## config.mk

```make
export PLATFORM = sky130hd
export DESIGN_NAME = sprite_planar_to_packed_core
export DESIGN_NICKNAME = d
export VERILOG_FILES = /design/src/sppp_pkg.sv /design/src/sppp_store.sv /design/src/sppp_conv.sv /design/src/sprite_planar_to_packed_core.sv
export SDC_FILE = /design/constraint.sdc
export NUM_CORES = 1
export LEC_CHECK = 0
export BUFFER_PORTS_ARGS = -buffer_cell sky130_fd_sc_hd__buf_2
export CORE_ASPECT_RATIO = 0.9
export CORE_MARGIN = 10
export CORE_UTILIZATION = 40
export DETAILED_ROUTE_END_ITERATION = 8
export SLEW_MARGIN = 20
export SYNTH_ARGS = -nofsm -noshare
export SYNTH_HDL_FRONTEND = slang
export SYNTH_SLANG_ARGS = --single-unit
export TNS_END_PERCENT = 1
```

## constraint.sdc

```tcl
create_clock -name i_clk -period 6.45 [get_ports i_clk]
set_clock_uncertainty 0.1 [all_clocks]
set_input_delay 1.29 -clock i_clk [delete_from_list [all_inputs] [get_ports i_clk]]
set_output_delay 1.29 -clock i_clk [all_outputs]
set_load 0.01 [all_outputs]
```

## src/sppp_pkg.sv

```systemverilog
// Shared types and constants for the planar-to-packed sprite tile converter.
package sppp_pkg;

    localparam int unsigned WORD_W      = 32;
    localparam int unsigned POS_W       = 5;
    localparam int unsigned ROW_W       = 4;
    localparam int unsigned PIXELS      = 8;
    localparam int unsigned PIX_CNT_W   = 4;
    localparam int unsigned TILE_CNT_W  = 9;

    localparam logic [TILE_CNT_W-1:0] FULL_TILE_PENS = 9'd256;

    typedef logic [WORD_W-1:0]     t_word;
    typedef logic [POS_W-1:0]      t_pos;
    typedef logic [ROW_W-1:0]      t_row;
    typedef logic [PIX_CNT_W-1:0]  t_pix_cnt;
    typedef logic [TILE_CNT_W-1:0] t_tile_cnt;

    typedef enum logic [1:0] {
        USAGE_BLANK   = 2'd0,
        USAGE_PARTIAL = 2'd1,
        USAGE_OPAQUE  = 2'd2
    } t_usage;

endpackage

```

## src/sppp_store.sv

```systemverilog
// Sixteen-entry store for the first half of a tile, with registered read data.
module sppp_store (
    input  logic              i_clk,
    input  logic              i_wr_en,
    input  sppp_pkg::t_row    i_wr_addr,
    input  sppp_pkg::t_word   i_wr_data,
    input  logic              i_rd_en,
    input  sppp_pkg::t_row    i_rd_addr,
    output sppp_pkg::t_word   o_rd_data
);
    import sppp_pkg::*;

    t_word r_mem [16];
    t_word r_rd_data;

    always_ff @(posedge i_clk) begin
        if (i_wr_en) begin
            r_mem[i_wr_addr] <= i_wr_data;
        end
    end

    always_ff @(posedge i_clk) begin
        if (i_rd_en) begin
            r_rd_data <= r_mem[i_rd_addr];
        end
    end

    assign o_rd_data = r_rd_data;

endmodule

```

## src/sppp_conv.sv

```systemverilog
// Converts one planar word into eight packed pens and counts the non-zero pens.
module sppp_conv (
    input  sppp_pkg::t_word    i_word,
    output sppp_pkg::t_word    o_packed,
    output sppp_pkg::t_pix_cnt o_pen_cnt
);
    import sppp_pkg::*;

    logic [PIXELS-1:0] nonzero;

    // Output nibble k holds pixel k/2 for even k and pixel 4+k/2 for odd k.
    always_comb begin
        for (int k = 0; k < PIXELS; k++) begin
            logic [3:0] pen;
            pen = {i_word[24 + ((k % 2) * 4) + (k / 2)],
                   i_word[8  + ((k % 2) * 4) + (k / 2)],
                   i_word[16 + ((k % 2) * 4) + (k / 2)],
                   i_word[     ((k % 2) * 4) + (k / 2)]};
            o_packed[k*4 +: 4] = pen;
            nonzero[k]         = |pen;
        end
    end

    assign o_pen_cnt = t_pix_cnt'($countones(nonzero));

endmodule

```

## src/sprite_planar_to_packed_core.sv

```systemverilog
// Top level of the planar-to-packed 16x16 sprite tile converter.
// Words 0..15 of a tile are stored and give no result; each of words 16..31 gives two
// results. A second-half word is held in a word register, and its results pass through
// the single output register at one result per cycle while the output is not stalled;
// its successor is taken as its last result loads. First-half words go in one per cycle.
// Synchronous active-low reset clears the word position, pen count and valid flags.
module sprite_planar_to_packed_core (
    input  logic              i_clk,
    input  logic              i_rst_n,
    input  logic              i_in_valid,
    output logic              o_in_ready,
    input  sppp_pkg::t_word   i_data_word,
    output logic              o_out_valid,
    input  logic              i_out_ready,
    output sppp_pkg::t_word   o_packed_word,
    output logic              o_run_last,
    output logic              o_tile_end,
    output logic [1:0]        o_pen_usage
);
    import sppp_pkg::*;

    t_pos      r_pos, n_pos;
    t_tile_cnt r_count, n_count;

    logic      r_a_valid, n_a_valid;
    logic      r_a_last;
    t_word     r_a_word;
    logic      r_phase, n_phase;

    logic      r_o_valid, n_o_valid;
    t_word     r_o_packed;
    logic      r_o_run_last;
    logic      r_o_tile_end;
    t_usage    r_o_usage;

    t_word     stored_word;
    t_word     packed_new, packed_old;
    t_pix_cnt  cnt_new, cnt_old;
    t_tile_cnt tile_total;
    t_usage    usage;

    logic      in_fire, first_half, out_load, a_done;

    assign first_half = ~r_pos[POS_W-1];
    assign out_load   = r_a_valid && (!r_o_valid || i_out_ready);
    assign a_done     = out_load && r_phase;
    // First-half words only touch the store, so they never wait on the result side.
    assign o_in_ready = first_half || !r_a_valid || a_done;
    assign in_fire    = i_in_valid && o_in_ready;

    sppp_store u_store (
        .i_clk     (i_clk),
        .i_wr_en   (in_fire && first_half),
        .i_wr_addr (r_pos[ROW_W-1:0]),
        .i_wr_data (i_data_word),
        .i_rd_en   (in_fire && !first_half),
        .i_rd_addr (r_pos[ROW_W-1:0]),
        .o_rd_data (stored_word)
    );

    sppp_conv u_conv_new (
        .i_word    (r_a_word),
        .o_packed  (packed_new),
        .o_pen_cnt (cnt_new)
    );

    sppp_conv u_conv_old (
        .i_word    (stored_word),
        .o_packed  (packed_old),
        .o_pen_cnt (cnt_old)
    );

    assign tile_total = r_count + t_tile_cnt'(cnt_old);

    always_comb begin
        if (tile_total == '0) begin
            usage = USAGE_BLANK;
        end else if (tile_total == FULL_TILE_PENS) begin
            usage = USAGE_OPAQUE;
        end else begin
            usage = USAGE_PARTIAL;
        end
    end

    always_comb begin
        n_pos     = r_pos;
        n_count   = r_count;
        n_a_valid = r_a_valid;
        n_phase   = r_phase;
        n_o_valid = r_o_valid;

        if (r_o_valid && i_out_ready) begin
            n_o_valid = 1'b0;
        end
        if (out_load) begin
            n_o_valid = 1'b1;
            if (!r_phase) begin
                n_phase = 1'b1;
                n_count = r_count + t_tile_cnt'(cnt_new);
            end else begin
                n_phase   = 1'b0;
                n_a_valid = 1'b0;
                n_count   = r_a_last ? '0 : tile_total;
            end
        end
        if (in_fire) begin
            n_pos = r_pos + 1'b1;
            if (!first_half) begin
                n_a_valid = 1'b1;
            end
        end
    end

    always_ff @(posedge i_clk) begin
        if (!i_rst_n) begin
            r_pos     <= '0;
            r_count   <= '0;
            r_a_valid <= 1'b0;
            r_phase   <= 1'b0;
            r_o_valid <= 1'b0;
        end else begin
            r_pos     <= n_pos;
            r_count   <= n_count;
            r_a_valid <= n_a_valid;
            r_phase   <= n_phase;
            r_o_valid <= n_o_valid;
        end
    end

    always_ff @(posedge i_clk) begin
        if (in_fire && !first_half) begin
            r_a_word <= i_data_word;
            r_a_last <= (r_pos == t_pos'(31));
        end
        if (out_load) begin
            if (!r_phase) begin
                r_o_packed   <= packed_new;
                r_o_run_last <= 1'b0;
                r_o_tile_end <= 1'b0;
                r_o_usage    <= USAGE_BLANK;
            end else begin
                r_o_packed   <= packed_old;
                r_o_run_last <= 1'b1;
                r_o_tile_end <= r_a_last;
                r_o_usage    <= r_a_last ? usage : USAGE_BLANK;
            end
        end
    end

    assign o_out_valid   = r_o_valid;
    assign o_packed_word = r_o_packed;
    assign o_run_last    = r_o_run_last;
    assign o_tile_end    = r_o_tile_end;
    assign o_pen_usage   = r_o_usage;

endmodule
```

Word-level counts from Yosys, hierarchy flattened
Memories as Yosys holds them, arrays and structs flattened. A register that Yosys moved wholly into a read port is not among the register bits. Index checks and enable logic that the tools add are counted. W data, S select, Z words.

Add/subtract/negate cells: 17. Eq/ne operators: 2. Muxes and demuxes: 14. Bitwise operators: 3. Reductions and logical operators: 30.

Operator list (number): $reduce_or A4 Y1 (16); $mux W32 (1); $add A4 B4 Y4 (6); $add A9 B4 Y9 (2); $mux W9 (2); $add A1 B1 Y2 (8); $mux W1 (10); $eq A9 B9 Y1 const B (1); $logic_not A9 Y1 (1); $logic_and A1 B1 Y1 (6); $add A5 B1 Y5 const B (1); $eq A5 B5 Y1 const B (1); $logic_or A1 B1 Y1 (3); $not A1 Y1 (3); $reduce_or A3 Y1 (1); $logic_not A1 Y1 (2); $mux W2 (1); $reduce_bool A2 Y1 (1).

Register bits: 86. Bits in writable memories: 512. Input bits: 36. Output and inout port bits: 38. Memories: 1.

Memories: u_store.r_mem (depth 16, bits a word 32, rd ports 1, clocked after memory_dff 1, wr ports 1, RTL line sppp_store.sv:13) `t_word r_mem [16];`.

Depth between registers and ports, before layout
Depth in word-level cells: 9. Gate-level depth with buffers: 14. Mapped depth without buffers: 14.

Modules after synthesis
A second synthesis with hierarchy kept.

Cells, all modules: 1218. Area total of the unflattened synthesis: 24871.4 sq um.

Modules (own cells, without submodules): sppp_store (instances 1, cells an instance 838, area each 20174.3 sq um); sprite_planar_to_packed_core (instances 1, cells an instance 270, area each 3791.1 sq um); sppp_conv (instances 2, cells an instance 55, area each 452.9 sq um).

Least setup slack after synthesis
Ideal clock, no wire load.

Kind: reg2reg. From: reg u_store.r_rd_data[13], in the netlist u_store.o_rd_data[13] (read register of u_store.r_mem). To: reg r_o_usage[0], in the netlist o_pen_usage[0] (data pin). Data arrival time: 4119 ps. Path slack: 1960 ps. Stages on the path, launching flop included: 15. Period minus slack after synthesis: 4490 ps. Path through: edfxtp_1 or4_1 ha_1 inv_1 fa_1 fa_1 inv_1 ha_1 fa_1 ha_1 o21ai_1 o21ba_2 nand4b_1 a2111oi_0 nor2b_1.

Word-level cells in the longest chain between the ends: 7. Elaborated cells between the ends (all ways): 9. Classes of those cells: add/sub: 4; eq/ne: 1; mux: 1; reduce/logical: 3.

Ends and longest elaborated chain: start: declaration (RTL line sppp_store.sv:14) `t_word r_rd_data;`; $reduce_or A4 Y1 (*) (RTL line sppp_conv.sv:20) `nonzero[k] = |pen;`; $add A1 B1 Y2 (implied by the code) (*) (RTL line sppp_conv.sv:24) `assign o_pen_cnt = t_pix_cnt'($countones(nonzero));`; $add A4 B4 Y4 (implied by the code) (*) (2 in a row) (RTL line sppp_conv.sv:24); $add A9 B4 Y9 (*) (RTL line sprite_planar_to_packed_core.sv:73) `assign tile_total = r_count + t_tile_cnt'(cnt_old);`; $eq A9 B9 Y1 / $logic_not A9 Y1 (equally long branches) (RTL line sprite_planar_to_packed_core.sv:78, sprite_planar_to_packed_core.sv:76); $mux W2 / $reduce_or A3 Y1 (equally long branches); end signal: assignment (RTL line sprite_planar_to_packed_core.sv:145) `r_o_usage <= r_a_last ? usage : USAGE_BLANK;`; end: declaration (RTL line sprite_planar_to_packed_core.sv:34) `t_usage r_o_usage;`.

Mark *: on every way between the ends. The rest lies on a longest branch, timed or not. A chain may end at the register's enable or synchronous reset.

Worst setup path in the final report
From: reg u_store.r_rd_data[9], in the netlist u_store.o_rd_data[9] (read register of u_store.r_mem). To: reg r_o_usage[1], in the netlist o_pen_usage[1] (data pin).

The elaborated chain is that of the path after synthesis.

==> flow_summary.json <==
{
  "die-area_mm2": 0.0719,
  "synth_ff_type": "edfxtp_1",
  "ys_warn_count": 0,
  "die_h_um": 255,
  "antenna_found_initial": 4,
  "cellLeakagePower_nw": 8.79,
  "cp.required_ns": 6.77,
  "path_class": "reg2reg",
  "async_reset_ff_share_pct": 0,
  "cts-root-buf": "clkbuf_16",
  "synth_simple_gate_area_share_pct": 2.28,
  "setup_viol": 0,
  "area_growth_syn_to_layout_pct": 13.7,
  "yosys.area.top_type": "edfxtp_1",
  "synth_compound_area_share_pct": 1.36,
  "vdd_ir_drop_max_v": 0.000186,
  "core_mm2": 0.0611,
  "final-hold-violation-count": 0,
  "power_density_mw_per_mm2": 308,
  "gr-total-overflow": 0,
  "synth_edf_count": 613,
  "drtAntennaViolNets": 0,
  "initial_core_util_pct": 40.3,
  "synth-adder-area-share_pct": 2.08,
  "synth_commonest_cells": "edfxtp_1, mux4_2, mux2_2, clkbuf_1, ha_1",
  "cts.path.max_buffers": 3,
  "whs_path_depth": 2,
  "rr_worst_depth": 14,
  "n_antenna_cell": 0,
  "fillers": 5079,
  "via_per_inst": 5.64,
  "crit_start": "u_store.o_rd_data[9]",
  "ff2ff_setup_slack_ns": 1.50,
  "wl_met2_um": 26100,
  "min_period_over_period_pct": 76.8,
  "clk_pin_slew_ns": 0.06,
  "met3_length_um": 5410,
  "grt_pass1_wl_um": 84800,
  "p_total_mw": 8.62,
  "report.final.slew_viol_count": 0,
  "yosysSeqAreaShare_pct": 76.2,
  "status": "complete, no violations",
  "preCtsSetupSlack_ns": 1.55,
  "synth_top_family_by_area": "multiplexers",
  "worst_setup_path_start_kind": "register",
  "die_w_um": 281,
  "hold_slack_ns": 0.416,
  "cts_hold_buf": 0,
  "synth_area_leaders": "edfxtp_1, mux4_2, mux2_2",
  "grt_use_total_pct": 16.3,
  "synth_seq_cells": 630,
  "postCtsSetupRepairBufs": 0,
  "critPathArrivalTime_ns": 5.28,
  "synthCells": 1091,
  "muxShareOfSynthArea_pct": 16.3,
  "path_max_fanout": 5,
  "grt_setup_unrepaired": "no",
  "gp_congestion": 0.852,
  "drc": 0,
  "drive_above_1_share_pct": 31.7,
  "yosysUniqueCellTypes": 52,
  "h-tree-depth": 3,
  "drt-met1-wl_um": 25900,
  "grt_max_degree": 66,
  "r2r_start": "u_store.o_rd_data[9]",
  "synthesis.nets": 1162,
  "synth_most_common_cell": "edfxtp_1",
  "cpMaxStageDelayCell": "a2111oi_0",
  "hp-class": "reg2reg",
  "first_pass_iters": 5,
  "routed.top_layer": "met5",
  "rows": 86,
  "vias": 11500,
  "avgSynthCellArea_um2": 22.6,
  "tightest_slew_ns": 1.01,
  "synth_top_area_share_pct": 74.8,
  "r2r_end": "o_pen_usage[1]",
  "crit_chain": "or4_1 > ha_1 > inv_1 > fa_1 > fa_1 > inv_1 > ha_1 > fa_1 > ha_1 > o21ai_1 > o21ba_2 > nand4b_1 > a2111oi_0 > and3_1",
  "clock_sinks": 630,
  "wl_per_cell_um": 28.7,
  "post_cts_resized": 0,
  "port_buffers": 73,
  "drtIter0Drc": 1276,
  "fin_nets": 1277,
  "grt_pass1_vias": 11700,
  "synth_xor_area_share_pct": 0.320,
  "dp_hpwl_um": 33700,
  "max_freq_mhz": 202,
  "cap_violations": 0,
  "finalSetupTns_ns": 0,
  "endpoint_kind": "register",
  "whs_endpoint": "r_count[2]",
  "top_level_ports": 74,
  "cts_buffers": 66,
  "hold_start": "r_count[2]",
  "clock_latency_ns": 0.58,
  "wl_um": 58600,
  "cts_tree": "built",
  "synth_area_mm2": 0.0246,
  "cpPeakStageDelay_ns": 0.58,
  "period_minus_slack_ns": 4.95,
  "slew_headroom_pct": 32.4,
  "layout_setup_ws_ns": 1.50
}
==> critical path: cells and delay by family, from the launching register on <==
family / cells / cell delay [ns]
DFF: 1 / 0.39
buffers and inverters: 2 / 0.09
and+or+nand+nor: 3 / 1.00
AOI/OAI and AO/OA: 3 / 0.89
adders and majority gates: 6 / 2.34
==> worst max-delay path by stage <==
stage / endpoint / depth (start not counted)
floorplan: o_pen_usage[0] / 14
global placement: o_pen_usage[1] / 14
detailed placement: o_pen_usage[1] / 14
CTS: o_pen_usage[1] / 14
global route: o_pen_usage[1] / 14
finish: o_pen_usage[1] / 14
==> routing by layer <==
metal  GRT usage [%]  vias up
met3            4.94       81
met1            24.0     6190
li1                -     4807
met2            23.4      462
met4            3.99        2
met5               0        -
==> cells by family after synthesis <==
kind of cell | after synthesis
buffers and inverters | 76
DFF | 630
muxes | 196
AOI/OAI and AO/OA | 48
adders and majority gates | 35
xor gates and xnor gates | 9
and+or+nand+nor | 97
==> stage by stage <==
| step | cells | util, % | cell area (um2) |
|---|---|---|---|
| floorplan | 1091 | - | 24600 |
| global placement | 1930 | 42.4 | 25900 |
| detailed placement | 1930 | 42.4 | 25900 |
| CTS | 2046 | 45.8 | 28000 |
| global route | 2046 | 45.8 | 28000 |
| finish | 2046 | 45.8 | 28000 |
==> cells in the final DEF (no fill, tap or decap), drive strengths merged, types with 13 or more instances in the layout <==
cell type / synthesis / routed
clkinv: 0 / 23
mux4: 160 / 160
edfxtp: 613 / 613
and2: 21 / 21
clkbuf: 29 / 89
dfxtp: 17 / 17
inv: 26 / 26
ha: 25 / 25
buf: 21 / 97
nor2: 13 / 13
mux2: 32 / 32
nand2: 14 / 14
or4: 17 / 17
==> sequential cells by signal, summed over array words and instances, names as in the netlist <==
| name | cells |
|---|---|
| r_phase | 1 |
| o_packed_word | 32 |
| r_a_last | 1 |
| r_a_valid | 1 |
| o_run_last | 1 |
| o_out_valid | 1 |
| r_pos | 5 |
| r_count | 9 |
| o_tile_end | 1 |
| r_a_word | 32 |
| u_store.r_mem | 512 |
| u_store.o_rd_data | 32 |
| o_pen_usage | 2 |
==> where the power goes <==
group	leakage, nW	internal (mW)	switching (mW)
Clock	1.01	2.16	1.49
Sequential	5.69	4.53	0.0395
Combinational	2.10	0.194	0.207
==> layout make-up <==
type	instances	area, um2	share of cell area [%]
Tap cell	792	991	3.54
Multi-Input combinational cell	385	5520	19.7
Clock inverter	27	226	0.809
Inverter	26	97.6	0.349
Clock buffer	89	1840	6.59
Timing Repair Buffer	97	546	1.95
Sequential cell	630	18800	67.1
Note: power is estimated with default switching activity, not from simulation.
